==> config.mk <==
export PLATFORM = sky130hd
export DESIGN_NAME = bounded_ordered_list_engine
export DESIGN_NICKNAME = d
export VERILOG_FILES = /design/src/hdl/bole_pkg.sv /design/src/hdl/bole_store.sv /design/src/hdl/bole_walk.sv /design/src/hdl/bounded_ordered_list_engine.sv
export SDC_FILE = /design/constraint.sdc
export NUM_CORES = 1
export LEC_CHECK = 0
export BUFFER_PORTS_ARGS = -buffer_cell sky130_fd_sc_hd__buf_2
export CAP_MARGIN = 25
export CORE_ASPECT_RATIO = 1.2
export CORE_MARGIN = 8
export CORE_UTILIZATION = 40
export CTS_BUF_LIST = sky130_fd_sc_hd__clkbuf_2
export CTS_CLUSTER_DIAMETER = 100
export DETAILED_ROUTE_END_ITERATION = 6
export GPL_ROUTABILITY_DRIVEN = 0
export PLACE_DENSITY = 0.57
export SYNTH_ARGS = -nofsm -noshare
export SYNTH_HDL_FRONTEND = slang
export SYNTH_SLANG_ARGS = --single-unit
export TNS_END_PERCENT = 50
==> constraint.sdc <==
create_clock -name clk -period 4.8 [get_ports clk]
set_input_delay 0.48 -clock clk [delete_from_list [all_inputs] [get_ports clk]]
set_output_delay 0.48 -clock clk [all_outputs]
set_load 0.05 [all_outputs]
==> src/hdl/bole_pkg.sv <==
// Shared types, constants and value conversions for the bounded ordered list engine.
// Used by bole_store, bole_walk and bounded_ordered_list_engine.
`default_nettype none
package bole_pkg;

  localparam int DEPTH      = 16;
  localparam int DATA_WIDTH = 32;

  localparam int ADDR_W = $clog2(DEPTH);
  localparam int CNT_W  = $clog2(DEPTH + 1);

  localparam int OP_W   = 4;
  localparam int IO_W   = 32;
  localparam int POS_IN_W = 8;
  localparam int ST_W   = 3;
  localparam int POS_W  = 7;

  localparam logic [OP_W-1:0] OP_INS_FRONT  = 4'd0;
  localparam logic [OP_W-1:0] OP_INS_REAR   = 4'd1;
  localparam logic [OP_W-1:0] OP_INS_AT     = 4'd2;
  localparam logic [OP_W-1:0] OP_DEL_FRONT  = 4'd3;
  localparam logic [OP_W-1:0] OP_DEL_REAR   = 4'd4;
  localparam logic [OP_W-1:0] OP_DEL_AT     = 4'd5;
  localparam logic [OP_W-1:0] OP_DEL_KEY    = 4'd6;
  localparam logic [OP_W-1:0] OP_SEARCH     = 4'd7;
  localparam logic [OP_W-1:0] OP_INS_SORTED = 4'd8;
  localparam logic [OP_W-1:0] OP_REVERSE    = 4'd9;
  localparam logic [OP_W-1:0] OP_DUMP       = 4'd10;

  localparam logic [ST_W-1:0] ST_OK       = 3'd0;
  localparam logic [ST_W-1:0] ST_EMPTY    = 3'd1;
  localparam logic [ST_W-1:0] ST_INVALID  = 3'd2;
  localparam logic [ST_W-1:0] ST_NOTFOUND = 3'd3;
  localparam logic [ST_W-1:0] ST_FULL     = 3'd4;

  typedef logic signed [DATA_WIDTH-1:0] data_t;
  typedef logic [ADDR_W-1:0]            addr_t;
  typedef logic [CNT_W-1:0]             cnt_t;

  typedef struct packed {
    logic [OP_W-1:0]     operation;
    logic [IO_W-1:0]     value;
    logic [POS_IN_W-1:0] position;
    logic [IO_W-1:0]     key;
  } req_t;

  typedef struct packed {
    logic [ST_W-1:0]  status;
    logic [POS_W-1:0] found_position;
    logic [IO_W-1:0]  entry_value;
    logic [POS_W-1:0] entry_count;
    logic             last;
  } res_t;

  function automatic data_t from_input(input logic [IO_W-1:0] raw);
    logic signed [IO_W-1:0] s;
    s = signed'(raw);
    return data_t'(s);
  endfunction

  function automatic logic [IO_W-1:0] to_output(input data_t d);
    logic signed [IO_W-1:0] s;
    s = IO_W'(d);
    return s;
  endfunction

endpackage
`default_nettype wire

==> src/hdl/bole_store.sv <==
// Entry store: one write port and one read port with registered read data.
// Depends on bole_pkg.
`default_nettype none
module bole_store (
  input  wire logic           clk,
  input  wire logic           we,
  input  wire bole_pkg::addr_t wa,
  input  wire bole_pkg::data_t wd,
  input  wire logic           re,
  input  wire bole_pkg::addr_t ra,
  output bole_pkg::data_t     rd
);

  bole_pkg::data_t mem [bole_pkg::DEPTH];
  bole_pkg::data_t rd_r;

  always_ff @(posedge clk) begin
    if (we) begin
      mem[wa] <= wd;
    end
  end

  always_ff @(posedge clk) begin
    if (re) begin
      rd_r <= mem[ra];
    end
  end

  assign rd = rd_r;

endmodule
`default_nettype wire

==> src/hdl/bole_walk.sv <==
// Sequencer that walks the entry store step by step with a shared compare unit.
// Depends on bole_pkg and bole_store.
`default_nettype none
module bole_walk (
  input  wire logic           clk,
  input  wire logic           rst_n,
  input  wire logic           start,
  input  wire bole_pkg::req_t req,
  input  wire logic           res_ready,
  output logic                idle,
  output logic                res_valid,
  output bole_pkg::res_t      res
);

  localparam logic [3:0] S_IDLE   = 4'd0;
  localparam logic [3:0] S_SR_RD  = 4'd1;
  localparam logic [3:0] S_SR_WR  = 4'd2;
  localparam logic [3:0] S_SL_RD  = 4'd3;
  localparam logic [3:0] S_SL_WR  = 4'd4;
  localparam logic [3:0] S_SC_RD  = 4'd5;
  localparam logic [3:0] S_SC_CHK = 4'd6;
  localparam logic [3:0] S_RV_RD1 = 4'd7;
  localparam logic [3:0] S_RV_RD2 = 4'd8;
  localparam logic [3:0] S_RV_WR1 = 4'd9;
  localparam logic [3:0] S_RV_WR2 = 4'd10;
  localparam logic [3:0] S_DP_RD  = 4'd11;
  localparam logic [3:0] S_DP_EM  = 4'd12;
  localparam logic [3:0] S_RES    = 4'd13;

  localparam int PW = bole_pkg::POS_IN_W + 1;

  logic [3:0]                    state_r, state_nxt;
  logic [bole_pkg::OP_W-1:0]     op_r, op_nxt;
  bole_pkg::data_t               val_r, val_nxt;
  bole_pkg::data_t               key_r, key_nxt;
  bole_pkg::data_t               tmp_r, tmp_nxt;
  bole_pkg::cnt_t                i_r, i_nxt;
  bole_pkg::cnt_t                j_r, j_nxt;
  bole_pkg::cnt_t                occ_r, occ_nxt;
  logic [bole_pkg::ST_W-1:0]     st_r, st_nxt;
  logic [bole_pkg::POS_W-1:0]    fpos_r, fpos_nxt;

  logic             we, re;
  bole_pkg::addr_t  wa, ra;
  bole_pkg::data_t  wd, rd;

  logic             full, empty, hit, cmp_eq, cmp_lt;
  logic [PW-1:0]    pos_x, occ_x;
  bole_pkg::cnt_t   i_inc, pos_dec;

  bole_store u_store (
    .clk (clk),
    .we  (we),
    .wa  (wa),
    .wd  (wd),
    .re  (re),
    .ra  (ra),
    .rd  (rd)
  );

  assign full    = (occ_r == bole_pkg::cnt_t'(bole_pkg::DEPTH));
  assign empty   = (occ_r == '0);
  assign pos_x   = PW'(req.position);
  assign occ_x   = PW'(occ_r);
  assign pos_dec = bole_pkg::cnt_t'(pos_x - 1'b1);
  assign i_inc   = i_r + 1'b1;
  assign cmp_eq  = (rd == key_r);
  assign cmp_lt  = (rd < val_r);
  assign hit     = (op_r == bole_pkg::OP_INS_SORTED) ? !cmp_lt : cmp_eq;
  assign idle    = (state_r == S_IDLE);

  always_comb begin
    state_nxt = state_r;
    op_nxt    = op_r;
    val_nxt   = val_r;
    key_nxt   = key_r;
    tmp_nxt   = tmp_r;
    i_nxt     = i_r;
    j_nxt     = j_r;
    occ_nxt   = occ_r;
    st_nxt    = st_r;
    fpos_nxt  = fpos_r;
    we        = 1'b0;
    re        = 1'b0;
    wa        = '0;
    ra        = '0;
    wd        = val_r;
    res_valid = 1'b0;
    res.status         = st_r;
    res.found_position = fpos_r;
    res.entry_value    = '0;
    res.entry_count    = bole_pkg::POS_W'(occ_r);
    res.last           = 1'b1;

    case (state_r)
      S_IDLE: begin
        if (start) begin
          op_nxt   = req.operation;
          val_nxt  = bole_pkg::from_input(req.value);
          key_nxt  = bole_pkg::from_input(req.key);
          st_nxt   = bole_pkg::ST_OK;
          fpos_nxt = '0;
          i_nxt    = '0;
          j_nxt    = '0;
          state_nxt = S_RES;
          case (req.operation)
            bole_pkg::OP_INS_FRONT: begin
              if (full) st_nxt = bole_pkg::ST_FULL;
              else begin
                i_nxt = occ_r;
                state_nxt = S_SR_RD;
              end
            end
            bole_pkg::OP_INS_REAR: begin
              if (full) st_nxt = bole_pkg::ST_FULL;
              else begin
                i_nxt = occ_r;
                j_nxt = occ_r;
                state_nxt = S_SR_RD;
              end
            end
            bole_pkg::OP_INS_AT: begin
              if (pos_x == '0 || pos_x > occ_x + 1'b1) st_nxt = bole_pkg::ST_INVALID;
              else if (full) st_nxt = bole_pkg::ST_FULL;
              else begin
                i_nxt = occ_r;
                j_nxt = pos_dec;
                state_nxt = S_SR_RD;
              end
            end
            bole_pkg::OP_DEL_FRONT: begin
              if (empty) st_nxt = bole_pkg::ST_EMPTY;
              else state_nxt = S_SL_RD;
            end
            bole_pkg::OP_DEL_REAR: begin
              if (empty) st_nxt = bole_pkg::ST_EMPTY;
              else begin
                i_nxt = occ_r - 1'b1;
                state_nxt = S_SL_RD;
              end
            end
            bole_pkg::OP_DEL_AT: begin
              if (empty) st_nxt = bole_pkg::ST_EMPTY;
              else if (pos_x == '0 || pos_x > occ_x) st_nxt = bole_pkg::ST_INVALID;
              else begin
                i_nxt = pos_dec;
                state_nxt = S_SL_RD;
              end
            end
            bole_pkg::OP_DEL_KEY, bole_pkg::OP_SEARCH: begin
              if (empty) st_nxt = bole_pkg::ST_EMPTY;
              else state_nxt = S_SC_RD;
            end
            bole_pkg::OP_INS_SORTED: begin
              if (full) st_nxt = bole_pkg::ST_FULL;
              else state_nxt = S_SC_RD;
            end
            bole_pkg::OP_REVERSE: begin
              if (empty) st_nxt = bole_pkg::ST_EMPTY;
              else begin
                j_nxt = occ_r - 1'b1;
                state_nxt = S_RV_RD1;
              end
            end
            bole_pkg::OP_DUMP: begin
              if (empty) st_nxt = bole_pkg::ST_EMPTY;
              else state_nxt = S_DP_RD;
            end
            default: begin
              st_nxt = bole_pkg::ST_OK;
            end
          endcase
        end
      end
      S_SR_RD: begin
        if (i_r > j_r) begin
          re = 1'b1;
          ra = bole_pkg::addr_t'(i_r - 1'b1);
          state_nxt = S_SR_WR;
        end else begin
          we = 1'b1;
          wa = bole_pkg::addr_t'(j_r);
          wd = val_r;
          occ_nxt = occ_r + 1'b1;
          state_nxt = S_RES;
        end
      end
      S_SR_WR: begin
        we = 1'b1;
        wa = bole_pkg::addr_t'(i_r);
        wd = rd;
        i_nxt = i_r - 1'b1;
        state_nxt = S_SR_RD;
      end
      S_SL_RD: begin
        if (i_inc < occ_r) begin
          re = 1'b1;
          ra = bole_pkg::addr_t'(i_inc);
          state_nxt = S_SL_WR;
        end else begin
          occ_nxt = occ_r - 1'b1;
          state_nxt = S_RES;
        end
      end
      S_SL_WR: begin
        we = 1'b1;
        wa = bole_pkg::addr_t'(i_r);
        wd = rd;
        i_nxt = i_inc;
        state_nxt = S_SL_RD;
      end
      S_SC_RD: begin
        if (i_r < occ_r) begin
          re = 1'b1;
          ra = bole_pkg::addr_t'(i_r);
          state_nxt = S_SC_CHK;
        end else if (op_r == bole_pkg::OP_INS_SORTED) begin
          j_nxt = occ_r;
          i_nxt = occ_r;
          state_nxt = S_SR_RD;
        end else begin
          st_nxt = bole_pkg::ST_NOTFOUND;
          state_nxt = S_RES;
        end
      end
      S_SC_CHK: begin
        if (hit) begin
          case (op_r)
            bole_pkg::OP_DEL_KEY: begin
              state_nxt = S_SL_RD;
            end
            bole_pkg::OP_INS_SORTED: begin
              j_nxt = i_r;
              i_nxt = occ_r;
              state_nxt = S_SR_RD;
            end
            default: begin
              fpos_nxt = bole_pkg::POS_W'(i_inc);
              state_nxt = S_RES;
            end
          endcase
        end else begin
          i_nxt = i_inc;
          state_nxt = S_SC_RD;
        end
      end
      S_RV_RD1: begin
        if (i_r < j_r) begin
          re = 1'b1;
          ra = bole_pkg::addr_t'(i_r);
          state_nxt = S_RV_RD2;
        end else begin
          state_nxt = S_RES;
        end
      end
      S_RV_RD2: begin
        re = 1'b1;
        ra = bole_pkg::addr_t'(j_r);
        tmp_nxt = rd;
        state_nxt = S_RV_WR1;
      end
      S_RV_WR1: begin
        we = 1'b1;
        wa = bole_pkg::addr_t'(i_r);
        wd = rd;
        state_nxt = S_RV_WR2;
      end
      S_RV_WR2: begin
        we = 1'b1;
        wa = bole_pkg::addr_t'(j_r);
        wd = tmp_r;
        i_nxt = i_inc;
        j_nxt = j_r - 1'b1;
        state_nxt = S_RV_RD1;
      end
      S_DP_RD: begin
        re = 1'b1;
        ra = bole_pkg::addr_t'(i_r);
        state_nxt = S_DP_EM;
      end
      S_DP_EM: begin
        res.status         = bole_pkg::ST_OK;
        res.found_position = bole_pkg::POS_W'(i_inc);
        res.entry_value    = bole_pkg::to_output(rd);
        res.last           = (i_inc == occ_r);
        if (res_ready) begin
          res_valid = 1'b1;
          i_nxt = i_inc;
          state_nxt = (i_inc == occ_r) ? S_IDLE : S_DP_RD;
        end
      end
      S_RES: begin
        if (res_ready) begin
          res_valid = 1'b1;
          state_nxt = S_IDLE;
        end
      end
      default: begin
        state_nxt = S_IDLE;
      end
    endcase
  end

  always_ff @(posedge clk) begin
    if (!rst_n) begin
      state_r <= S_IDLE;
      occ_r   <= '0;
    end else begin
      state_r <= state_nxt;
      occ_r   <= occ_nxt;
    end
  end

  always_ff @(posedge clk) begin
    op_r   <= op_nxt;
    val_r  <= val_nxt;
    key_r  <= key_nxt;
    tmp_r  <= tmp_nxt;
    i_r    <= i_nxt;
    j_r    <= j_nxt;
    st_r   <= st_nxt;
    fpos_r <= fpos_nxt;
  end

  a_start_idle: assert property (@(posedge clk) disable iff (!rst_n)
    start |-> state_r == S_IDLE)
    else $error("item started while sequencer busy");

  a_occ_bound: assert property (@(posedge clk) disable iff (!rst_n)
    occ_r <= bole_pkg::cnt_t'(bole_pkg::DEPTH))
    else $error("occupancy above depth");

  a_occ_step: assert property (@(posedge clk) disable iff (!rst_n)
    $past(rst_n) && occ_r != $past(occ_r) |->
      (occ_r == $past(occ_r) + 1'b1 || occ_r == $past(occ_r) - 1'b1))
    else $error("occupancy moved by more than one");

  a_res_ready: assert property (@(posedge clk) disable iff (!rst_n)
    res_valid |-> res_ready)
    else $error("result issued without room");

  a_write_range: assert property (@(posedge clk) disable iff (!rst_n)
    we |-> bole_pkg::cnt_t'(wa) <= occ_r)
    else $error("write beyond list tail");

endmodule
`default_nettype wire

==> src/hdl/bounded_ordered_list_engine.sv <==
// Top level of the bounded ordered list engine: input handshake and output register.
// Depends on bole_pkg and bole_walk.
//
// Usage:
//   Input channel in_*: one operation per transfer (operation, value, position, key).
//   Result channel out_*: status, found_position, entry_value, entry_count, last.
//   Every operation gives one result with last set, except a dump of a non-empty
//   list, which gives one result per entry with last set on the final one.
//   in_stall stays high from the transfer until the item's last result has been
//   loaded into the output register; one item is worked on at a time.
//   Latency: the last result shows on out_* in the cycle in which in_stall drops.
//   The sequencer walks the entry store step by step, reading an entry and then writing
//   or checking it: inserts and deletes shift the entries behind the position, search
//   and delete-by-key scan from the front, sorted insert scans and then shifts, reverse
//   swaps pairs from both ends, and a dump reads one entry per result.
//   Reset clears the entry count; the stored values need no clearing.
//   While out_stall is high and a result is held, the output register keeps it and the
//   sequencer waits before issuing the next one.
`default_nettype none
module bounded_ordered_list_engine (
  input  wire logic                              clk,
  input  wire logic                              rst_n,
  input  wire logic                              in_valid,
  output logic                                   in_stall,
  input  wire logic [bole_pkg::OP_W-1:0]         in_operation,
  input  wire logic signed [bole_pkg::IO_W-1:0]  in_value,
  input  wire logic [bole_pkg::POS_IN_W-1:0]     in_position,
  input  wire logic signed [bole_pkg::IO_W-1:0]  in_key,
  output logic                                   out_valid,
  input  wire logic                              out_stall,
  output logic [bole_pkg::ST_W-1:0]              out_status,
  output logic [bole_pkg::POS_W-1:0]             out_found_position,
  output logic signed [bole_pkg::IO_W-1:0]       out_entry_value,
  output logic [bole_pkg::POS_W-1:0]             out_entry_count,
  output logic                                   out_last
);

  bole_pkg::req_t req;
  bole_pkg::res_t res;
  bole_pkg::res_t res_r;
  logic           out_valid_r;
  logic           walk_idle, start, res_valid, res_ready;

  assign req.operation = in_operation;
  assign req.value     = in_value;
  assign req.position  = in_position;
  assign req.key       = in_key;

  assign in_stall  = !walk_idle;
  assign start     = in_valid && walk_idle;
  assign res_ready = !out_valid_r || !out_stall;

  bole_walk u_walk (
    .clk       (clk),
    .rst_n     (rst_n),
    .start     (start),
    .req       (req),
    .res_ready (res_ready),
    .idle      (walk_idle),
    .res_valid (res_valid),
    .res       (res)
  );

  always_ff @(posedge clk) begin
    if (!rst_n) begin
      out_valid_r <= 1'b0;
    end else if (res_valid) begin
      out_valid_r <= 1'b1;
    end else if (!out_stall) begin
      out_valid_r <= 1'b0;
    end
  end

  always_ff @(posedge clk) begin
    if (res_valid) begin
      res_r <= res;
    end
  end

  assign out_valid          = out_valid_r;
  assign out_status         = res_r.status;
  assign out_found_position = res_r.found_position;
  assign out_entry_value    = res_r.entry_value;
  assign out_entry_count    = res_r.entry_count;
  assign out_last           = res_r.last;

endmodule
`default_nettype wire

==> Word level (Yosys, flattened, before mapping) <==
Memories as Yosys holds them, arrays and structs flattened. A register that Yosys moved wholly into a read port is not among the register bits.
Index checks and enable logic that the tools add are counted.
{ "op_classes": {"n_reduce_logical": 35, "n_lt_le_gt_ge": 7, "n_mux": 83, "n_eq_ne": 40, "n_addsub": 7} }
{ "ops": {"columns": ["op", "count"], "rows": [
  ["5-bit 2-to-1 mux", 19],
  ["4-bit 2-to-1 mux", 22],
  ["32-bit case mux with 2 select lines", 1],
  ["4-bit case mux with 14 select lines", 1],
  ["4-bit equality test (second input constant)", 10],
  ["5-bit case mux with 4 select lines", 2],
  ["37-bit 2-to-1 mux", 1],
  ["4-bit by 3-bit equality test with 1-bit output (second input constant)", 9],
  ["32-bit equality test", 1],
  ["32-bit less-than comparator", 1],
  ["4-bit case mux with 8 select lines", 1],
  ["5-bit case mux with 6 select lines", 1],
  ["3-bit 2-to-1 mux", 8],
  ["4-bit case mux with 6 select lines", 1],
  ["7-bit 2-to-1 mux", 3],
  ["5-bit by 1-bit subtractor with 5-bit output (second input constant)", 4],
  ["4-bit by 2-bit equality test with 1-bit output (second input constant)", 4],
  ["5-bit less-than comparator", 3],
  ["5-bit case mux with 3 select lines", 1],
  ["2-bit != test (second input constant)", 7],
  ["7-bit case mux with 2 select lines", 1],
  ["2-bit OR reduction", 7],
  ["1-bit 2-to-1 mux", 13],
  ["3-bit case mux with 4 select lines", 1],
  ["32 further kinds", 50]
]} }
{ "totals": {"out_inout_bits": 52, "ff_bits": 178, "memories": 1, "ramBits": 512} }
{ "memory_table": {"columns": ["name", "depth", "width", "rd", "rd_ports_with_merged_regs", "wr", "line_no", "rtl"], "rows": [
  ["u_walk.u_store.mem", 16, 32, 1, 1, 1, "bole_store.sv:14", "bole_pkg::data_t mem [bole_pkg::DEPTH];"]
]} }

==> Logic depth before layout (Yosys ltp) <==
Gate-level depths: netlist of run 1.
{ "depth": {"depth_word": 7, "ltp_mapped": 16, "mapped_depth_nobuf": 13} }

==> Hierarchy <==
From an unflattened synthesis of run 1, not the netlist that was laid out.
{ "hier_totals": {"cells_unflattened": 1778, "hier_area_um2": 30196.5} }
{ "by_module_without_submodules": {"columns": ["module", "n_inst", "area_per_inst_um2", "seq_area_each_um2", "cells_each"], "rows": [
  ["bole_store", 1, 20155.6, 16335.7, 838],
  ["bole_walk", 1, 8494.4, 3723.6, 884],
  ["bounded_ordered_list_engine", 1, 1546.5, 1521.5, 56]
]} }

==> Worst setup path after synthesis of run 1 <==
Ideal clock, no wire load.
{ "synth_timing": {"kind": "flip-flop to flip-flop", "from": "reg u_walk.i_r[0]", "to": "mem u_walk.u_store.mem[7][0] (netlist bit) (enable)", "setup_slack_ns": 0.181, "required_time_ns": 4.375, "stages_incl_launch_ff": 13, "period_less_slack_ns": 4.619, "arrival_ns": 4.194, "setup_ns": 0.425, "path_cell_list": "edfxtp_1 -> inv_1 -> clkbuf_1 -> clkbuf_1 -> ha_1 -> nor2b_1 -> o21ai_0 -> a32oi_1 -> o31a_1 -> or2_0 -> o21ai_0 -> a32oi_1 -> nor2b_1"} }
{ "synth_via": {"elab_chain_len": 5} }
{ "synth_rtl": {"columns": ["item", "line_no", "rtl"], "rows": [
  ["start, declared", "bole_walk.sv:37", "bole_pkg::cnt_t i_r, i_nxt;"],
  ["start signal, assigned", "bole_walk.sv:319", "i_r <= i_nxt;"],
  ["5-bit > comparator", "bole_walk.sv:176", "if (i_r > j_r) begin"],
  ["1-bit 2-to-1 mux", "bole_walk.sv:176", null],
  ["1-bit case mux with 2 select lines", "bole_walk.sv:95", "case (state_r)"],
  ["1-bit 2-to-1 mux", "bole_store.sv:18", "if (we) begin"],
  ["1-bit 2-to-1 mux (not written as such)", "bole_store.sv:19", "mem[wa] <= wd;"],
  ["end, declared", "bole_store.sv:14", null]
]} }
Several ways; a longest one is shown, not always the timed one.

==> Final worst setup path of run 1 <==
{ "layout_timing": {"from": "reg u_walk.occ_r[1]", "to": "reg u_walk.state_r[2]"} }
{ "layout_via": {"elab_chain_len": 7} }
{ "layout_rtl": {"columns": ["item", "line_no", "rtl"], "rows": [
  ["start, declared", "bole_walk.sv:39", "bole_pkg::cnt_t occ_r, occ_nxt;"],
  ["start signal, assigned", "bole_walk.sv:310", "occ_r <= occ_nxt;"],
  ["5-bit by 1-bit adder with 6-bit output or 8-bit by 5-bit > comparator with 1-bit output (tied branches)", "bole_walk.sv:123, bole_walk.sv:144", null],
  ["8-bit by 6-bit > comparator with 1-bit output or 1-bit logical OR (tied branches)", "bole_walk.sv:123, bole_walk.sv:144", null],
  ["1-bit logical OR or 4-bit 2-to-1 mux (tied branches)", "bole_walk.sv:123, bole_walk.sv:144", null],
  ["4-bit 2-to-1 mux (on tied branches)", "bole_walk.sv:123, bole_walk.sv:143", null],
  ["4-bit case mux with 8 select lines", "bole_walk.sv:106", "case (req.operation)"],
  ["4-bit 2-to-1 mux", "bole_walk.sv:97", "if (start) begin"],
  ["4-bit case mux with 14 select lines (*)", "bole_walk.sv:95", null],
  ["end signal, assigned", "bole_walk.sv:309", "state_r <= state_nxt;"],
  ["end, declared", "bole_walk.sv:32", "logic [3:0] state_r, state_nxt;"]
]} }
Every way passes the cells marked *; elsewhere a longest branch is shown, timed or not. The select of a mux whose other input is x is not followed.
A chain may end at the register's enable or synchronous reset.

==> results of run 1 <==
[critical path, stage by stage (launching register included)]
cell	delay, ns
dfxtp_1	0.63
inv_1	0.12
buf_4	0.20
ha_1	0.30
inv_1	0.17
ha_1	0.28
nor2b_1	0.14
o21bai_1	0.12
a21oi_1	0.12
nor2_1	0.25
nor4_1	0.11
a311o_1	0.35
dlygate4sd3_1	0.57
and2_1	0.16
o311a_1	0.31
dlygate4sd3_1	0.58
[power by group]
| part | internal [uW] | leakage (uW) | switching, uW | total [uW] |
|---|---|---|---|---|
| clock network | 1440 | 0.00114 | 2470 | 3910 |
| logic | 3720 | 0.00641 | 7830 | 11500 |
| registers | 9420 | 0.00654 | 838 | 10300 |
| total | 14600 | 0.0141 | 11100 | 25700 |
[kinds of logic after synthesis]
logic type,count (synthesis),share of synthesized area
simple gates,821,0.118
fa+ha+maj,64,0.0240
xor+xnor,47,0.0123
mux,66,0.0198
compound gates,676,0.149
flops,718,0.643
other cells,1,0.000112
buf+inv,276,0.0338
[how the worst max path moves through the flow]
stage / startpoint / end / cells past startpoint
after floorplan: u_walk.i_r[0]$_DFFE_PP_ / u_walk.u_store.mem[7][0]$_DFFE_PP_ / 12
after global placement: u_walk.i_r[1]$_DFFE_PP_ / u_walk.u_store.rd[22]$_DFFE_PP_ / 13
after detailed placement: u_walk.i_r[1]$_DFFE_PP_ / u_walk.u_store.rd[22]$_DFFE_PP_ / 13
after CTS: u_walk.occ_r[0]$_SDFFE_PN0P_ / u_walk.state_r[2]$_SDFFE_PN0P_ / 14
after global routing: u_walk.occ_r[1]$_SDFFE_PN0P_ / u_walk.state_r[2]$_SDFFE_PN0P_ / 15
final: u_walk.occ_r[1]$_SDFFE_PN0P_ / u_walk.state_r[2]$_SDFFE_PN0P_ / 15
[cell usage after synthesis, types with 3 or more instances]
library cell  count
nor3b_1           4
ha_1             64
edfxtp_1        708
a31oi_1          75
o211ai_1          9
mux2i_1          66
a22oi_1          37
buf_4             4
nand2b_1         14
o31ai_1           3
xnor2_1          19
nand3_1          59
a21oi_1          74
buf_6             7
a211oi_1        106
buf_2            18
o21ai_0          53
a2bb2oi_1        31
nor4_1           15
xor2_1           28
buf_1            12
and3_1           75
nand2_1         274
and2_1           42
nor2_1          136
o22ai_1          17
inv_1            59
dfxtp_1          10
a211o_1           4
clkbuf_1        173
a222oi_1          4
a21boi_0          3
a311oi_1         93
nor2b_1          18
nand4_1          21
a32oi_1          37
nor3_1          115
a221oi_1         65
or4_1            32
a21o_1           39
or3_1             5
[through the flow]
step,util,cell area [sq um]
after floorplan,-,33400
after global placement,0.432,35900
after detailed placement,0.432,35900
after CTS,0.469,39000
after global routing,0.469,39000
final,0.469,39000
[sequential cells by signal (all words and copies together), names as in the netlist, 3 cells and up]
register,cells
u_walk.i_r,5
u_walk.key_r,32
u_walk.occ_r,5
out_entry_count,5
u_walk.op_r,4
u_walk.st_r,3
u_walk.state_r,4
out_found_position,5
u_walk.u_store.rd,32
u_walk.tmp_r,32
out_entry_value,32
u_walk.val_r,32
u_walk.u_store.mem,512
u_walk.j_r,5
out_status,3
u_walk.fpos_r,5
[final cells by class]
cell class	count	area, sq um	share of cell area
Timing Repair Buffer	384	3390	0.0869
Tap cell	1121	1400	0.0360
Clock inverter	40	196	0.00504
Inverter	60	226	0.00581
Clock buffer	251	1260	0.0322
Multi-Input combinational cell	1678	11000	0.283
Antenna cell	3	7.51	0.000193
Sequential cell	718	21500	0.551
[repair_timing]
item                                    CTS  global route
resized for setup                         0             1
setup buffers                             0             0
endpoints found under the hold margin   223             0
hold buffers                            163             0
endpoints found under the setup margin    0             1
[per-layer routing]
layer,up-vias,part of all wire,global-route usage
met2,1392,0.49,0.379
met5,-,0,0
met1,12628,0.39,0.275
li1,11289,-,-
met4,0,0.039,0.109
met3,288,0.081,0.0452
==> impl_metrics.yaml, run 1 <==
hold_path:
  min_path_type: "primary input to register"
  holdPathEnd: "u_walk.st_r[0]$_SDFFCE_PP1P_"
  hold_path_depth: 4
  min_from: "in_valid"
timing:
  hold_viol: 0
  final_max_slew_viol_count: 0
  grt_setup_unrepaired: "no"
  setup_viol: 0
  setup_ws_ns: 0.329
  worstMarginPinSlew_ns: 1.10
  finalCriticalPeriod_ns: 4.47
  tns_ns: 0
  skew_ns: 0.0834
  hold_ws_ns: 0.238
  post-route-period-util: 0.931
  max_freq_mhz: 224
  relSlewSlack: 0.266
logic_synthesis:
  ys_seq_area_frac: 0.643
  syn_inst: 2669
  synth_top_area_share: 0.637
  netlist-cell-type-count: 71
  synth_area_leaders: "edfxtp_1 64%, nand2_1 3.1%, a311oi_1 2.4%, ha_1 2.4%, a211oi_1 2.4%"
  ys.warnings.count: 0
  syn_area_per_cell_sq_um: 12.5
  synth_flop_cell: "edfxtp_1"
  syn_area_sq_um: 33400
  ys_seq_elements: 718
  yosysTopAreaCell: "edfxtp_1"
  synth_edf_count: 708
  async_flop_share: 0
setup_path:
  critical_path_class: "register to register"
  cp_max_fo: 9
  r2r_cells: 15
  cp-end-kind: "register"
  arrival_ns: 5.70
  r2r-end: "u_walk.state_r[2]$_SDFFE_PN0P_"
  start_kind: "register"
  ff2ff_setup_slack_ns: 0.33
  timing.rr.start: "u_walk.occ_r[1]$_SDFFE_PN0P_"
  cp.required_ns: 6.02
finish:
  drive_gt1_frac: 0.169
  layout_common_cells: "708 x edfxtp_1, 270 x nand2_1, 251 x clkbuf_2"
  final_nets: 3158
  fillers: 7433
  instances_no_fill: 4255
  syn2layout_area_growth_pct: 16.7
  mostFrequentLayoutCell: "edfxtp_1"
grt:
  antenna_found_initial: 3
  grt.total_usage: 0.225
  grt_overflow: 0
  grt_pass1_vias: 25780
  grt_max_degree: 84
  grt_pass1_wl_microns: 160000
placed_design:
  pre_cts_ws_ns: 0.528
  dp.cells: 3798
  port_buffers: 127
  place_hpwl_microns: 63000
detailed_routing:
  first_pass_iters: 7
  wl_per_cell_microns: 25.3
  final_antenna_net_count: 0
  drt_iter0_drc: 2695
  viasPerCell: 6.02
  vias: 25597
  drc: 3
  wl_microns: 108000
clock_tree:
  ctsHtreeMaxLevel: 4
  clk_pin_slew_worst_paths_ns: 0.10
  clk_root_buffer_cell: "clkbuf_2"
  cts.path.max_buffers: 3
  cts_buffers: 172
  insertion_delay_ns: 1.36
  cts_tree: "done"
  numClockSinks: 718
status:
  violations: "DRC"
  status: "complete, but fails checks"
floorplanning:
  die_width_microns: 280
  initial_core_util: 0.402
  die-area_sq_um: 93000
  coreArea_sq_um: 83000
  io_pins: 132
  die_h_microns: 333
  rows: 116
pwr:
  power_density_nw_per_um2: 660
  max-vdd-ir-drop_mv: 0.546
  p_total_uw: 25700
  power.leakage_uw: 0.0141
flow_run:
  maxCapViolCount: 0
Power figures use the tool's default switching activity.
==> run 2, diff against run 1 <==
ABC_AREA = 1   (was default)
==> impl_metrics.yaml, run 2 <==
grt:
  grt.total_usage: 0.194
  antenna_found_initial: 1
  grt_overflow: 0
  grt_pass1_wl_microns: 134000
  grt_max_degree: 128
  grt_pass1_vias: 23016
finish:
  largest_reg_flops: 512
  layout_common_cells: "708 x edfxtp_1, 582 x nand2_1, 379 x inv_1"
  top_register: "u_walk.u_store.mem"
  mostFrequentLayoutCell: "edfxtp_1"
  design_area_sq_um: 37500
  syn2layout_area_growth_pct: 17.0
  final_nets: 3446
  drive_gt1_frac: 0.153
  utilization: 0.469
logic_synthesis:
  yosysTopAreaCell: "edfxtp_1"
  syn_area_sq_um: 32100
  synth_top_area_share: 0.663
  ys_seq_area_frac: 0.669
  netlist-cell-type-count: 46
  syn_inst: 2894
  synth.most_common_cell: "edfxtp_1"
  async_flop_share: 0
  synth_area_leaders: "edfxtp_1 66%, nand2_1 6.8%, inv_1 4.4%, nand3_1 4.2%, o211ai_1 3.2%"
  ys.warnings.count: 0
  ys_seq_elements: 718
  syn_area_per_cell_sq_um: 11.1
  synth_flop_cell: "edfxtp_1"
  synth_commonest_cells: "708 x edfxtp_1, 583 x nand2_1, 379 x inv_1"
  synth_edf_count: 708
detailed_routing:
  vias: 22879
  wl_per_cell_microns: 19.5
  drt_iter0_drc: 1560
  first_pass_iters: 6
  final_antenna_net_count: 0
  drc: 0
  wl_microns: 87400
  viasPerCell: 5.11
placed_design:
  placed_area_sq_um: 34400
  place_hpwl_microns: 53100
  port_buffers: 127
timing:
  final_max_slew_viol_count: 0
  max_freq_mhz: 221
  skew_ns: 0.0819
  post-route-period-util: 0.941
  hold_viol: 0
  relSlewSlack: 0.314
  grt_setup_unrepaired: "no"
  finalCriticalPeriod_ns: 4.52
  tns_ns: 0
  setup_viol: 0
  worstMarginPinSlew_ns: 1.03
hold_path:
  min_path_type: "primary input to register"
floorplanning:
  io_pins: 132
  die_width_microns: 275
  rows: 114
  die_h_microns: 326
  initial_core_util: 0.401
  die-area_sq_um: 89600
  coreArea_sq_um: 80000
clock_tree:
  cts_setup_buffers: 0
  numClockSinks: 718
  cts_buffers: 171
  clk_root_buffer_cell: "clkbuf_2"
  cts_tree: "done"
  clk_pin_slew_worst_paths_ns: 0.12
  insertion_delay_ns: 1.35
  ctsHtreeMaxLevel: 4
  cts.path.max_buffers: 3
setup_path:
  arrival_ns: 5.71
  critical_path_class: "register to register"
  cp_max_fo: 9
  cp.required_ns: 5.99
  max_stage_delay_ns: 0.67
  cpLargestDelayFamily: "buffers and inverters"
  start_kind: "register"
  cp_slowest_cell: "dfxtp_1"
  cp-end-kind: "register"
  cp_cell_sequence: "clkinv_1 -> nor3_1 -> xor2_1 -> ha_1 -> a21o_1 -> a21oi_1 -> o21ai_0 -> nand2_1 -> nand2_1 -> a21oi_1 -> dlygate4sd3_1 -> nand3_1 -> dlygate4sd3_1 -> a21oi_1 -> nand2_1 -> nand2_1 -> a21oi_1"
  cp_num_buf_inv: 3
flow_run:
  maxCapViolCount: 0
pwr:
  power_density_nw_per_um2: 668
  max-vdd-ir-drop_mv: 0.542
  power.leakage_uw: 0.0147
status:
  status: "complete, no violations"
-- run 2: cell families after synthesis --
logic type	synth area share
simple gates	0.159
flops	0.669
buf+inv	0.0667
compound gates	0.0715
fa+ha+maj	0.0250
xor+xnor	0.00928
other cells	0.000117
-- run 2: worst reg2reg max path, stage by stage (launching register included) --
cell and delay (ns):
dfxtp_1 0.67, clkinv_1 0.43, nor3_1 0.37, xor2_1 0.30
ha_1 0.30, a21o_1 0.18, a21oi_1 0.11, o21ai_0 0.08
nand2_1 0.13, nand2_1 0.10, a21oi_1 0.21, dlygate4sd3_1 0.59
nand3_1 0.06, dlygate4sd3_1 0.56, a21oi_1 0.12, nand2_1 0.07
nand2_1 0.05, a21oi_1 0.05
-- run 2: path summary, 6_finish.rpt --
check | endpoint | startpoint | cells past startpoint | slack [ns]
setup / recovery | u_walk.state_r[3]$_SDFFE_PN0P_ | u_walk.occ_r[0]$_SDFFE_PN0P_ | 17 | 0.28
hold reg to reg | u_walk.tmp_r[0]$_DFFE_PP_ | u_walk.u_store.rd[0]$_DFFE_PP_ | 0 | 0.51
setup reg to reg | u_walk.state_r[3]$_SDFFE_PN0P_ | u_walk.occ_r[0]$_SDFFE_PN0P_ | 17 | 0.28
hold / removal | u_walk.st_r[2]$_SDFFCE_PP0P_ | in_operation[3] | 5 | 0.24
-- run 2: power by group --
part / switching (uW) / internal [uW]
Combinational: 7420 / 3110
Clock: 2440 / 1580
Sequential: 760 / 9770
Total: 10600 / 14500
-- run 2: routing by layer --
metal | vias to the layer above | track usage | wire [microns] | part of all wire
met4 | 0 | 0.0861 | 3180 | 0.036
li1 | 10914 | - | - | -
met1 | 10980 | 0.245 | 36900 | 0.42
met5 | - | 0 | 0 | 0
met3 | 198 | 0.0380 | 5430 | 0.062
met2 | 787 | 0.321 | 41800 | 0.48
-- run 2: cell type report --
| type | count | area [sq um] |
|---|---|---|
| diodes | 2 | 5.00 |
| clock buffers | 243 | 1220 |
| clock inverters | 59 | 353 |
| fillers | 7288 | 42500 |
| inverters | 398 | 1500 |
| multi-input cells | 1648 | 8680 |
| flip-flops and latches | 718 | 21500 |
| well taps | 1044 | 1310 |
| repair buffers | 365 | 3010 |
-- run 2: per-stage QoR --
step | hold slack, ns | setup slack, ns | power (uW) | instances
after global placement | 0.481 | 0.819 | 20800 | 4012
after detailed placement | 0.497 | 0.671 | 21100 | 4013
after floorplan | 0.406 | 0.280 | 17100 | 2897
after global routing | 0.134 | 0.0861 | 26900 | 4476
final | 0.236 | 0.285 | 25100 | 4477
after CTS | 0.00810 | 0.280 | 25300 | 4475
-- run 2: repair_timing --
item                                    4_1_cts  5_1_grt
resized for setup                             0        1
hold endpoints to repair                    223        0
hold buffers                                160        0
endpoints found under the setup margin        0        1
